File: config.mk
export PLATFORM = sky130hd
export DESIGN_NAME = stream_kth_largest_tracker
export DESIGN_NICKNAME = d
export VERILOG_FILES = /design/src/rtl/core/skt_pkg.sv /design/src/rtl/core/skt_ram.sv /design/src/rtl/core/skt_seq.sv /design/src/rtl/core/stream_kth_largest_tracker.sv
export SDC_FILE = /design/constraint.sdc
export NUM_CORES = 2
export LEC_CHECK = 0
export BUFFER_PORTS_ARGS = -buffer_cell sky130_fd_sc_hd__buf_4
export CORE_AREA = 2 2 462 326
export CTS_CLUSTER_DIAMETER = 60
export DETAILED_ROUTE_END_ITERATION = 8
export DIE_AREA = 0 0 464 328
export PLACE_DENSITY = 0.74
export SETUP_SLACK_MARGIN = 0.3
export SLEW_MARGIN = 20
export SYNTH_ARGS = -nofsm -noshare
export SYNTH_HDL_FRONTEND = slang
export SYNTH_SLANG_ARGS = --single-unit
File: constraint.sdc
create_clock -name clk -period 8.1 [get_ports clk]
set_input_delay 0 -clock clk [delete_from_list [all_inputs] [get_ports clk]]
set_output_delay 0 -clock clk [all_outputs]
set_load 0.03 [all_outputs]
File: src/rtl/core/skt_pkg.sv
// ----------------------------------------------------------------------------
// skt_pkg: shared definitions for the k-th largest tracker
// Widths, reset values, sequencer states and the control/result bundles
// passed between the top level and the heap sequencer.
// ----------------------------------------------------------------------------
package skt_pkg;

    localparam int DATA_W    = 32;
    localparam int RANK_W    = 7;
    localparam int MAX_K_DEF = 64;

    localparam logic [RANK_W-1:0] RANK_RESET = RANK_W'(1);

    typedef enum logic [2:0] {
        S_IDLE,
        S_UP_CMP,
        S_DN_LEFT,
        S_DN_RIGHT,
        S_PLACE,
        S_DONE
    } seq_state_t;

    typedef struct packed {
        logic start;
        logic clear;
        logic slot_free;
    } seq_ctl_t;

    typedef struct packed {
        logic              done;
        logic [DATA_W-1:0] kth_value;
        logic              have_k;
    } seq_res_t;

endpackage

File: src/rtl/core/skt_ram.sv
// ----------------------------------------------------------------------------
// skt_ram: generic single-write, single-read RAM
// One write port and one read port; read data is registered.
// ----------------------------------------------------------------------------
module skt_ram #(
    parameter int WIDTH = skt_pkg::DATA_W,
    parameter int DEPTH = skt_pkg::MAX_K_DEF,
    parameter int AW    = (DEPTH > 1) ? $clog2(DEPTH) : 1
) (
    input  logic             clk,
    input  logic             we,
    input  logic [AW-1:0]    waddr,
    input  logic [WIDTH-1:0] wdata,
    input  logic [AW-1:0]    raddr,
    output logic [WIDTH-1:0] rdata
);

    logic [WIDTH-1:0] mem [DEPTH];
    logic [WIDTH-1:0] rdata_reg;

    always_ff @(posedge clk)
    begin
        if (we)
        begin
            mem[waddr] <= wdata;
        end
        rdata_reg <= mem[raddr];
    end

    assign rdata = rdata_reg;

endmodule

File: src/rtl/core/skt_seq.sv
// ----------------------------------------------------------------------------
// skt_seq: min-heap sequencer
// Inserts with sift-up, replaces the root with sift-down or drops the sample,
// one heap level per pass, through the heap RAM and one shared signed comparator.
// ----------------------------------------------------------------------------
module skt_seq #(
    parameter int MAX_K = skt_pkg::MAX_K_DEF
) (
    input  logic                        clk,
    input  logic                        rst_n,
    input  skt_pkg::seq_ctl_t           ctl,
    input  logic [skt_pkg::RANK_W-1:0]  rank,
    input  logic [skt_pkg::DATA_W-1:0]  sample,
    output logic                        idle,
    output skt_pkg::seq_res_t           res
);

    localparam int AW = (MAX_K > 1) ? $clog2(MAX_K) : 1;
    localparam int CW = $clog2(MAX_K + 1);
    localparam int EW = (CW > skt_pkg::RANK_W) ? CW : skt_pkg::RANK_W;
    localparam int LW = AW + 2;
    localparam int DW = skt_pkg::DATA_W;

    skt_pkg::seq_state_t state_reg, state_next;

    logic [AW-1:0] pos_reg, pos_next;
    logic [DW-1:0] val_reg, val_next;
    logic [CW-1:0] held_reg, held_next;
    logic [DW-1:0] best_val_reg, best_val_next;
    logic [AW-1:0] best_pos_reg, best_pos_next;
    logic          best_move_reg, best_move_next;
    logic [DW-1:0] root_reg, root_next;

    logic          ram_we;
    logic [AW-1:0] ram_waddr;
    logic [DW-1:0] ram_wdata;
    logic [AW-1:0] ram_raddr;
    logic [DW-1:0] ram_rdata;

    logic [EW-1:0] rank_ext;
    logic [EW-1:0] k_wide;
    logic [CW-1:0] k_eff;

    logic [DW-1:0] cmp_a;
    logic [DW-1:0] cmp_b;
    logic          lt;

    logic          insert;
    logic [AW-1:0] held_pos;
    logic [AW-1:0] held_dec;
    logic [AW-1:0] held_par;
    logic [AW-1:0] pos_dec;
    logic [AW-1:0] par;
    logic [AW-1:0] par_dec;
    logic [AW-1:0] par_par;
    logic [LW-1:0] n_ext;
    logic [LW-1:0] left_idx;
    logic [LW-1:0] right_idx;
    logic          right_in;
    logic          root_left_in;
    logic [DW-1:0] cand_val;
    logic [AW-1:0] cand_pos;
    logic          cand_move;
    logic [LW-1:0] cand_left;
    logic          cand_left_in;

    skt_ram #(
        .WIDTH (DW),
        .DEPTH (MAX_K),
        .AW    (AW)
    ) u_heap (
        .clk   (clk),
        .we    (ram_we),
        .waddr (ram_waddr),
        .wdata (ram_wdata),
        .raddr (ram_raddr),
        .rdata (ram_rdata)
    );

    // effective rank: zero acts as one, clamp to capacity
    always_comb
    begin
        rank_ext = EW'(rank);
        if (rank_ext == '0)
        begin
            k_wide = EW'(1);
        end
        else if (rank_ext > EW'(MAX_K))
        begin
            k_wide = EW'(MAX_K);
        end
        else
        begin
            k_wide = rank_ext;
        end
        k_eff = k_wide[CW-1:0];
    end

    // shared comparator
    always_comb
    begin
        case (state_reg)
            skt_pkg::S_IDLE:
            begin
                cmp_a = root_reg;
                cmp_b = sample;
            end
            skt_pkg::S_UP_CMP:
            begin
                cmp_a = val_reg;
                cmp_b = ram_rdata;
            end
            skt_pkg::S_DN_LEFT:
            begin
                cmp_a = ram_rdata;
                cmp_b = val_reg;
            end
            skt_pkg::S_DN_RIGHT:
            begin
                cmp_a = ram_rdata;
                cmp_b = best_val_reg;
            end
            default:
            begin
                cmp_a = val_reg;
                cmp_b = val_reg;
            end
        endcase
        lt = $signed(cmp_a) < $signed(cmp_b);
    end

    // index arithmetic and sift decisions
    always_comb
    begin
        insert       = held_reg < k_eff;
        held_pos     = held_reg[AW-1:0];
        held_dec     = held_pos - AW'(1);
        held_par     = held_dec >> 1;
        pos_dec      = pos_reg - AW'(1);
        par          = pos_dec >> 1;
        par_dec      = par - AW'(1);
        par_par      = par_dec >> 1;
        n_ext        = LW'(held_reg);
        left_idx     = LW'({pos_reg, 1'b1});
        right_idx    = left_idx + LW'(1);
        right_in     = right_idx < n_ext;
        root_left_in = n_ext > LW'(1);

        if (state_reg == skt_pkg::S_DN_RIGHT)
        begin
            if (lt)
            begin
                cand_val  = ram_rdata;
                cand_pos  = right_idx[AW-1:0];
                cand_move = 1'b1;
            end
            else
            begin
                cand_val  = best_val_reg;
                cand_pos  = best_pos_reg;
                cand_move = best_move_reg;
            end
        end
        else
        begin
            cand_val  = lt ? ram_rdata : val_reg;
            cand_pos  = lt ? left_idx[AW-1:0] : pos_reg;
            cand_move = lt;
        end
        cand_left    = LW'({cand_pos, 1'b1});
        cand_left_in = cand_left < n_ext;
    end

    // next state
    always_comb
    begin
        state_next = state_reg;
        case (state_reg)
            skt_pkg::S_IDLE:
            begin
                if (ctl.start)
                begin
                    if (insert)
                    begin
                        state_next = (held_reg == '0) ? skt_pkg::S_DONE : skt_pkg::S_UP_CMP;
                    end
                    else if (lt && root_left_in)
                    begin
                        state_next = skt_pkg::S_DN_LEFT;
                    end
                    else
                    begin
                        state_next = skt_pkg::S_DONE;
                    end
                end
            end
            skt_pkg::S_UP_CMP:
            begin
                if (!lt)
                begin
                    state_next = skt_pkg::S_DONE;
                end
                else if (par == '0)
                begin
                    state_next = skt_pkg::S_PLACE;
                end
            end
            skt_pkg::S_DN_LEFT, skt_pkg::S_DN_RIGHT:
            begin
                if (state_reg == skt_pkg::S_DN_LEFT && right_in)
                begin
                    state_next = skt_pkg::S_DN_RIGHT;
                end
                else if (!cand_move)
                begin
                    state_next = skt_pkg::S_DONE;
                end
                else if (cand_left_in)
                begin
                    state_next = skt_pkg::S_DN_LEFT;
                end
                else
                begin
                    state_next = skt_pkg::S_PLACE;
                end
            end
            skt_pkg::S_PLACE:
            begin
                state_next = skt_pkg::S_DONE;
            end
            skt_pkg::S_DONE:
            begin
                if (ctl.slot_free)
                begin
                    state_next = skt_pkg::S_IDLE;
                end
            end
            default:
            begin
                state_next = skt_pkg::S_IDLE;
            end
        endcase
    end

    // datapath and RAM control
    always_comb
    begin
        pos_next       = pos_reg;
        val_next       = val_reg;
        held_next      = held_reg;
        best_val_next  = best_val_reg;
        best_pos_next  = best_pos_reg;
        best_move_next = best_move_reg;
        ram_we         = 1'b0;
        ram_waddr      = pos_reg;
        ram_wdata      = val_reg;
        ram_raddr      = '0;

        case (state_reg)
            skt_pkg::S_IDLE:
            begin
                if (ctl.start)
                begin
                    val_next = sample;
                    if (insert)
                    begin
                        held_next = held_reg + CW'(1);
                        pos_next  = held_pos;
                        if (held_reg == '0)
                        begin
                            ram_we    = 1'b1;
                            ram_waddr = '0;
                            ram_wdata = sample;
                        end
                        else
                        begin
                            ram_raddr = held_par;
                        end
                    end
                    else if (lt)
                    begin
                        pos_next = '0;
                        if (root_left_in)
                        begin
                            ram_raddr = AW'(1);
                        end
                        else
                        begin
                            ram_we    = 1'b1;
                            ram_waddr = '0;
                            ram_wdata = sample;
                        end
                    end
                end
            end
            skt_pkg::S_UP_CMP:
            begin
                ram_we = 1'b1;
                if (lt)
                begin
                    ram_wdata = ram_rdata;
                    pos_next  = par;
                    ram_raddr = par_par;
                end
            end
            skt_pkg::S_DN_LEFT, skt_pkg::S_DN_RIGHT:
            begin
                if (state_reg == skt_pkg::S_DN_LEFT && right_in)
                begin
                    best_val_next  = cand_val;
                    best_pos_next  = cand_pos;
                    best_move_next = cand_move;
                    ram_raddr      = right_idx[AW-1:0];
                end
                else
                begin
                    ram_we = 1'b1;
                    if (cand_move)
                    begin
                        ram_wdata = cand_val;
                        pos_next  = cand_pos;
                        ram_raddr = cand_left[AW-1:0];
                    end
                end
            end
            skt_pkg::S_PLACE:
            begin
                ram_we = 1'b1;
            end
            default:
            begin
            end
        endcase

        if (ctl.clear)
        begin
            held_next = '0;
        end

        root_next = (ram_we && ram_waddr == '0) ? ram_wdata : root_reg;
    end

    always_ff @(posedge clk or negedge rst_n)
    begin
        if (!rst_n)
        begin
            state_reg <= skt_pkg::S_IDLE;
            held_reg  <= '0;
        end
        else
        begin
            state_reg <= state_next;
            held_reg  <= held_next;
        end
    end

    always_ff @(posedge clk)
    begin
        pos_reg       <= pos_next;
        val_reg       <= val_next;
        best_val_reg  <= best_val_next;
        best_pos_reg  <= best_pos_next;
        best_move_reg <= best_move_next;
        root_reg      <= root_next;
    end

    assign idle          = state_reg == skt_pkg::S_IDLE;
    assign res.done      = state_reg == skt_pkg::S_DONE;
    assign res.kth_value = root_reg;
    assign res.have_k    = held_reg >= k_eff;

endmodule

File: src/rtl/core/stream_kth_largest_tracker.sv
// ----------------------------------------------------------------------------
// stream_kth_largest_tracker: k-th largest value of a signed stream
// Keeps a min-heap of at most k values and reports its root for every sample.
//
//   channel   direction  handshake                    payload
//   cfg       in         cfg_valid / cfg_ready        rank_k
//   sample    in         sample_valid / sample_ready  sample_value
//   result    out        result_valid / result_ready  kth_value, have_k
//
// A sample that is dropped, lands in an empty heap or replaces the only entry
// goes straight to done; an insert makes one compare per level on the way up
// and a replace makes one read for each child per level on the way down, all
// through the heap RAM's read port.
// Reset empties the heap and sets rank_k to 1; a rank_k write empties the heap.
// The result register lets the next sample start while a result is pending;
// a finished sample then holds until that result is taken.
// ----------------------------------------------------------------------------
module stream_kth_largest_tracker #(
    parameter int MAX_K = skt_pkg::MAX_K_DEF
) (
    input  logic                        clk,
    input  logic                        rst_n,
    input  logic                        cfg_valid,
    output logic                        cfg_ready,
    input  logic [skt_pkg::RANK_W-1:0]  rank_k,
    input  logic                        sample_valid,
    output logic                        sample_ready,
    input  logic [skt_pkg::DATA_W-1:0]  sample_value,
    output logic                        result_valid,
    input  logic                        result_ready,
    output logic [skt_pkg::DATA_W-1:0]  kth_value,
    output logic                        have_k
);

    logic [skt_pkg::RANK_W-1:0] rank_reg, rank_next;
    logic                       result_valid_reg, result_valid_next;
    logic [skt_pkg::DATA_W-1:0] kth_value_reg, kth_value_next;
    logic                       have_k_reg, have_k_next;

    skt_pkg::seq_ctl_t ctl;
    skt_pkg::seq_res_t res;
    logic              idle;
    logic              cfg_fire;
    logic              load;

    assign cfg_ready     = idle;
    assign sample_ready  = idle && !cfg_valid;
    assign cfg_fire      = cfg_valid && cfg_ready;
    assign ctl.start     = sample_valid && sample_ready;
    assign ctl.clear     = cfg_fire;
    assign ctl.slot_free = !result_valid_reg || result_ready;
    assign load          = res.done && ctl.slot_free;

    skt_seq #(
        .MAX_K (MAX_K)
    ) u_seq (
        .clk    (clk),
        .rst_n  (rst_n),
        .ctl    (ctl),
        .rank   (rank_reg),
        .sample (sample_value),
        .idle   (idle),
        .res    (res)
    );

    always_comb
    begin
        rank_next         = cfg_fire ? rank_k : rank_reg;
        result_valid_next = result_valid_reg;
        kth_value_next    = kth_value_reg;
        have_k_next       = have_k_reg;
        if (load)
        begin
            result_valid_next = 1'b1;
            kth_value_next    = res.kth_value;
            have_k_next       = res.have_k;
        end
        else if (result_ready)
        begin
            result_valid_next = 1'b0;
        end
    end

    always_ff @(posedge clk or negedge rst_n)
    begin
        if (!rst_n)
        begin
            rank_reg         <= skt_pkg::RANK_RESET;
            result_valid_reg <= 1'b0;
        end
        else
        begin
            rank_reg         <= rank_next;
            result_valid_reg <= result_valid_next;
        end
    end

    always_ff @(posedge clk)
    begin
        kth_value_reg <= kth_value_next;
        have_k_reg    <= have_k_next;
    end

    assign result_valid = result_valid_reg;
    assign kth_value    = kth_value_reg;
    assign have_k       = have_k_reg;

endmodule
# Yosys cells after proc, flatten, opt, wreduce, memory -nomap -nowiden
# Memories as Yosys holds them, arrays and structs flattened. A register that Yosys moved wholly into a read port is not among the register bits.
# Cells that the tools add are included.
op_classes:
  n_addsub: 5
  order_cmp: 7
  n_reduce_logical: 27
  muxes: 68
  n_eq_ne: 12
ops:
  columns: ["cell", "n"]
  rows:
  - ["$mux W32", 10]
  - ["$pmux W32 S3", 2]
  - ["$mux W6", 20]
  - ["$pmux W32 S2", 1]
  - ["$mux W7", 6]
  - ["$pmux W6 S3", 2]
  - ["$lt A32 B32 Y1", 1]
  - ["$mux W3", 10]
  - ["$pmux W3 S5", 1]
  - ["$logic_not A7 Y1", 2]
  - ["$lt A7 B7 Y1", 2]
  - ["$mux W1", 13]
  - ["$logic_not A6 Y1", 2]
  - ["$sub A6 B1 Y6 const B", 2]
  - ["$mux W5", 2]
  - ["$add A7 B1 Y8 const B", 1]
  - ["$lt A8 B7 Y1", 1]
  - ["$reduce_bool A2 Y1", 4]
  - ["$add A7 B1 Y7 const B", 1]
  - ["$ge A7 B7 Y1", 1]
  - ["$gt A7 B1 Y1 const B", 1]
  - ["$gt A7 B7 Y1 const B", 1]
  - ["$logic_and A1 B1 Y1", 7]
  - ["$eq A3 B2 Y1 const B", 2]
  - ["16 further kinds", 24]
totals:
  input_bits: 44
  wordCells: 132
  ff_bits: 160
  out_inout_bits: 36
  memories: 1
  mem_bits_rw: 2048
mem_list:
  columns: ["name", "words", "word_bits", "read_ports", "rd_ports_with_merged_regs", "write_ports", "line", "rtl"]
  rows:
  - ["u_seq.u_heap.mem", 64, 32, 1, 1, 1, "skt_ram.sv:18", "logic [WIDTH-1:0] mem [DEPTH];"]

# Depth between registers and ports, before layout
logic_depth:
  ltp_word: 11
  mapped_depth: 27
  depth_no_buf: 20

# Modules after synthesis
# Synthesis repeated with hierarchy kept, for this count alone.
hier_totals:
  cells_unflattened: 4466
  hier_area_um2: 89236.8
modules_own_cells:
  columns: ["mod", "seq_area_each_um2", "n_inst", "cells_each", "area_per_inst_um2"]
  rows:
  - ["skt_ram", 62139.6, 1, 3324, 78519.1]
  - ["skt_seq", 3523.4, 1, 1087, 9402.8]
  - ["stream_kth_largest_tracker", 1192.4, 1, 55, 1315.0]

# Worst setup path before layout
# Ideal clock, no wire load.
synth_timing:
  path_type: "register to register"
  startpoint: "reg u_seq.state_reg[0]"
  endpoint: "mem u_seq.u_heap.mem[39][0] (netlist bit) (enable)"
  path_buffers: 3
  setup_ps: 461
  arrival_ps: 6461
  t_required_ps: 7639
  stages_incl_launch_ff: 19
  setup_slack_ps: 1178
  period_less_slack_ps: 6922
  cell_sequence: "dfrtp_1 -> clkbuf_1 -> buf_1 -> mux2_2 -> o22a_1 -> o22ai_1 -> ha_1 -> a21o_1 -> a21oi_1 -> o221ai_1 -> o31a_1 -> buf_6 -> nor3_4 -> nand2_1 -> mux2_2 -> nor2_1 -> o21a_1 -> nand4_1 -> nor3_1"
synth_via:
  elab_chain_cells: 10
  elab_cells_between_ends: 24
  cone_classes: "1 x order compare; 4 x eq/ne; 13 x mux; 6 x reduce/logical"
synth_lines:
  columns: ["element", "line", "rtl"]
  rows:
  - ["start, declared", "skt_seq.sv:24", "skt_pkg::seq_state_t state_reg, state_next;"]
  - ["start signal, assigned", "skt_seq.sv:347", "state_reg <= skt_pkg::S_IDLE;"]
  - ["start signal, assigned", "skt_seq.sv:352", "state_reg <= state_next;"]
  - ["$eq A3 B2 Y1 (on tied branches)", "skt_seq.sv:102, skt_seq.sv:259, skt_seq.sv:308", null]
  - ["$reduce_or A2 Y1 (no line)", null, null]
  - ["$pmux W32 S2", "skt_seq.sv:102", "case (state_reg)"]
  - ["$lt A32 B32 Y1", "skt_seq.sv:129", "lt = $signed(cmp_a) < $signed(cmp_b);"]
  - ["$mux W1", "skt_seq.sv:280", "else if (lt)"]
  - ["$mux W1", "skt_seq.sv:265", "if (insert)"]
  - ["$mux W1", "skt_seq.sv:262", "if (ctl.start)"]
  - ["$pmux W1 S3", "skt_seq.sv:259", "case (state_reg)"]
  - ["$mux W1", "skt_ram.sv:23", "if (we)"]
  - ["$mux W1 (not written as such)", "skt_ram.sv:25", "mem[waddr] <= wdata;"]
  - ["end, declared", "skt_ram.sv:18", null]
# Parallel ways exist; a longest one is shown, timed or not.

# Worst setup path after layout
layout_timing:
  startpoint: "reg u_seq.state_reg[1]"
  endpoint: "reg u_seq.u_heap.rdata_reg[15], in the netlist u_seq.u_heap.rdata[15] (read register of u_seq.u_heap.mem)"
layout_via:
  elab_chain_cells: 9
  elab_cells_between_ends: 23
  cone_classes: "1 x order compare; 3 x eq/ne; 14 x mux; 5 x reduce/logical"
layout_lines:
  columns: ["element", "line", "rtl"]
  rows:
  - ["$eq A3 B2 Y1 (on tied branches)", "skt_seq.sv:102, skt_seq.sv:149", null]
  - ["$reduce_or A2 Y1 (no line)", null, null]
  - ["$pmux W32 S2", "skt_seq.sv:102", null]
  - ["$lt A32 B32 Y1", "skt_seq.sv:129", null]
  - ["$mux W1", "skt_seq.sv:151", "if (lt)"]
  - ["$mux W1 *", "skt_seq.sv:149", "if (state_reg == skt_pkg::S_DN_RIGHT)"]
  - ["net u_seq.cand_move", "skt_seq.sv:63", "logic cand_move;"]
  - ["$mux W6 *", "skt_seq.sv:318", "if (cand_move)"]
  - ["$mux W6 *", "skt_seq.sv:308", "if (state_reg == skt_pkg::S_DN_LEFT && right_in)"]
  - ["$pmux W6 S3 *", "skt_seq.sv:259", null]
  - ["end, declared", "skt_ram.sv:19", "logic [WIDTH-1:0] rdata_reg;"]
# Mark *: on every way through the listed nets, which the timed path passes. The rest lies on a longest branch.
# A chain may end at the register's enable or synchronous reset.

==> reports/qor.csv <==
stage,metric,value,unit
global_route,GRT Total Usage,0.3361,
critical_path,Setup crit start,u_seq.state_reg[1],
cts,TritonCTS Buffers,192,
synthesis,Syn Inst Count,5698,
final_layout,fin cells,8042,
cts,TritonCTS clock tree,done,
worst_hold_path,Hold Path End,result_valid,
synthesis,post-synth top area cell,edfxtp_1,
run,# Max-Cap Violations,0,
worst_hold_path,min-delay worst type,in -> reg,
route,total number of vias,56760,
cts,CTS Sinks,2240,
final_layout,FILL cells,9471,
route,"antenna viol nets, final",0,
route,initial DRC count,11230,
timing,Final Cycle Share,0.9446,
cts,post-CTS setup buffer count,0,
synthesis,Synth Area in Compound Gates,0.09622,
power,Peak VDD IR,0.0006557,V
final_layout,max FFs per register,2048,
die,DIE HEIGHT,328,um
timing,Worst Tran Pin Value,1215,ps
power,Gate power share,0.416,
critical_path,worst r2r path cells,19,
critical_path,worst path buffer plus inverter count,4,
critical_path,"reg-to-reg slack, setup",450,ps
placement,DP Area,0.09247,mm2
synthesis,Synth Area in XOR/XNOR,0.002182,
die,Die X,464,um
power,leakage power,32.16,nW
timing,clock skew,28.41,ps
worst_hold_path,hold path startpoint,result_ready,
cts,Root Driver,clkbuf_16,
timing,Setup Viol. Count Final,0,
power,Sequential Power Share,0.381,
power,Pwr per Cell Area,450.2,mW/mm2
critical_path,Worst R2R End,u_seq.u_heap.rdata[15],
synthesis,combinational family with the most area after synthesis,compound AO/OA/AOI/OAI gates,
critical_path,Worst path most repeated cell,buf_4,
critical_path,CP startpoint kind,register,
critical_path,Critical-path top delay cell,nor4_2,
synthesis,synthesized area,0.08830,mm2
placement,placed cells,7592,
synthesis,"FFs w/ async S/R, synth",0.008036,
final_layout,layout cell share with drive strength beyond 1,0.1440,
global_route,pin count of the biggest net entering global routing,162,
timing,final setup TNS,0,ps
critical_path,Worst EP arrival,8350,ps
timing,worst setup margin,448.4,ps
placement,pre-CTS WS,684.2,ps
power,Pwr Total,44.82,mW
critical_path,CP required,8800,ps
final_layout,Sequential Area,0.06686,mm2
final_layout,largest reg by FF count,u_seq.u_heap.mem,
die,Initial Utilization,0.5986,
synthesis,Syn Nets,5798,
synthesis,"Top FF cell, synth",edfxtp_1,
critical_path,CP cell instances,"buf_4, buf_4, o22a_1, o22ai_1, ha_1, nand4_1, nor4_2, o31a_1, nor3_4, nor2_4, inv_2, a2bb2oi_4, nand2_4, buf_4, o22ai_1, a211oi_1, nor4_1, nand4_1, or4_1",
synthesis,Synth Area in Adders,0.007935,
critical_path,CP endpoint kind,register,
worst_hold_path,Min-Delay Path Depth,4,
cts,Clock transition at path regs,70,ps
final_layout,final core utilization,0.6749,
synthesis,Yosys reg bits,2240,
final_layout,multi-input logic area,0.02051,mm2
placement,DP HPWL,143.3,mm
cts,H-tree levels,4,
global_route,first-pass GRT wire length,370.7,mm
die,die area,0.1522,mm2
synthesis,top cell types by occurrence after synthesis,"edfxtp_1, nand2_1, a211oi_1",
final_layout,final net count,5994,
critical_path,"slowest stage delay, CP",780,ps
timing,Fmax,130.7,MHz
placement,Port Buffers,79,
global_route,vias in the first global route,52910,
critical_path,Crit Path Max Fanout,40,
critical_path,CP top delay family,simple AND/OR/NAND/NOR gates,
placement,gp weighted congestion,0.9683,
cts,clk_lat worst skew,840,ps
global_route,total gr overflow,0,
synthesis,sequential area share after synthesis,0.7572,
power,switching pwr,18.23,mW
route,WL per Instance,32.22,um
die,Std-Cell Rows,118,
final_layout,Synth-to-Final Area Change,12.73,%
synthesis,synth warn,0,
synthesis,synthesized-area fraction occupied by and/or/nand/nor cells,0.07655,
final_layout,post-route cell area,0.09954,mm2
route,final WL,259.1,mm
power,switching portion of total power,0.4068,
synthesis,post-synth top area share,0.7448,
timing,Rel. slew slack,0.1901,
die,IO Pins,80,
timing,Hold Slack,128.5,ps
timing,fin. max-slew vios,0,
synthesis,Synth area leaders,"edfxtp_1, nand2_1, mux4_2, a211oi_1, o22ai_1",
power,clock power share,0.203,
timing,unrepaired setup endpoints after global routing,false,
route,DRC,0,
synthesis,post-synthesis mux area share,0.04056,
synthesis,Mean Syn Cell Area,15.50,um2
timing,Tmin final,7652,ps
critical_path,r2r startpoint,u_seq.state_reg[1],
status,status,finished clean,
global_route,initial antenna violation count,8,
power,Int Pwr,26.59,mW
critical_path,kind of critical path,reg -> reg,
timing,final hold vios,0,
route,drt first pass iters,7,
cts,CTS Buffer Depth,3,
route,post-DR vias/cell,7.058,
synthesis,"EDFF count, synth",2190,
die,Core Region,0.1475,mm2
synthesis,most numerous cell in the Yosys netlist,edfxtp_1,
synthesis,post-synthesis cell type count,79,
==> power by group through the flow <==
stage / registers, mW / clock network, mW / logic (mW)
after global routing: 17.1 / 9.57 / 19.6
final: 17.1 / 9.11 / 18.6
after global placement: 17.3 / 0 / 17.4
after floorplan: 17.2 / 0 / 11.2
after CTS: 17.1 / 9.13 / 18.0
after detailed placement: 17.3 / 0 / 17.9
==> placed cells by master (no fill, tap or decap), types with 14 or more instances in the layout <==
cell type,synthesis,final
mux2i_1,27,27
o21ai_0,54,51
nand3_1,95,94
a21oi_1,287,285
clkinv_1,0,37
edfxtp_1,2190,2190
nand2_4,0,19
a222oi_1,32,32
and3_1,104,104
a22oi_1,72,72
o22ai_1,290,290
nor4_1,26,26
nand4_1,50,50
mux2_2,38,38
nor2_1,168,105
or4_1,61,61
nand2_1,942,909
dfxtp_1,32,32
clkinv_2,0,25
clkbuf_1,236,57
a311oi_1,75,75
ha_1,56,56
bufinv_16,0,14
nor2_4,1,63
dlygate4sd3_1,0,88
o22a_1,31,31
a31oi_1,66,66
mux4_2,128,128
buf_12,0,31
a211oi_1,291,291
buf_4,9,264
dfrtp_1,17,14
clkbuf_16,0,193
nand2_2,0,14
inv_1,22,22
==> cell type report <==
type,instances,share of cell area
Clock buffer,260,0.05205
Timing Repair Buffer,383,0.03499
Inverter,23,0.0008673
Sequential cell,2240,0.6717
Multi-Input combinational cell,3054,0.2061
Clock inverter,97,0.009339
Tap cell,1980,0.02489
Antenna cell,5,0.0001257
==> repair_timing <==
action,4_1_cts,5_1_grt
resized for setup,0,0
hold endpoints to repair,113,0
endpoints found under the setup margin,0,0
hold buffers,88,0
==> logic make-up (layout without fill, tap and decap cells) <==
group           count (synthesis)  count (layout)
flops                        2240            2240
simple gates                 1518            1518
compound gates               1265            1265
buf+inv                       404             763
mux                           193             193
fa+ha+maj                      56              56
xor+xnor                       22              22
other cells                     0               5
==> worst min-delay path: cells and delay by family <==
family / cells / cell delay (ps)
buffers and inverters: 2 / 620
and+or+nand+nor: 2 / 300
==> worst max-delay path by stage <==
stage                                          to  slack [ps]  cells past startpoint
after floorplan           u_seq.u_heap.mem[39][0]        1180                     18
after global placement      u_seq.u_heap.rdata[5]         900                     21
after detailed placement   u_seq.u_heap.rdata[15]         680                     22
after CTS                  u_seq.u_heap.rdata[15]         670                     22
after global routing        u_seq.u_heap.rdata[5]         330                     23
final                      u_seq.u_heap.rdata[15]         450                     19
==> per-layer routing <==
metal	routed length [um]	up-vias	global-route usage	share of wire
li1	-	22960	-	-
met1	97240	28170	0.5074	0.38
met2	110200	5067	0.4664	0.43
met3	42670	558	0.1045	0.16
met4	8968	4	0.1151	0.035
met5	27	-	0	0.00010
Note: power is estimated with default switching activity, not from simulation.
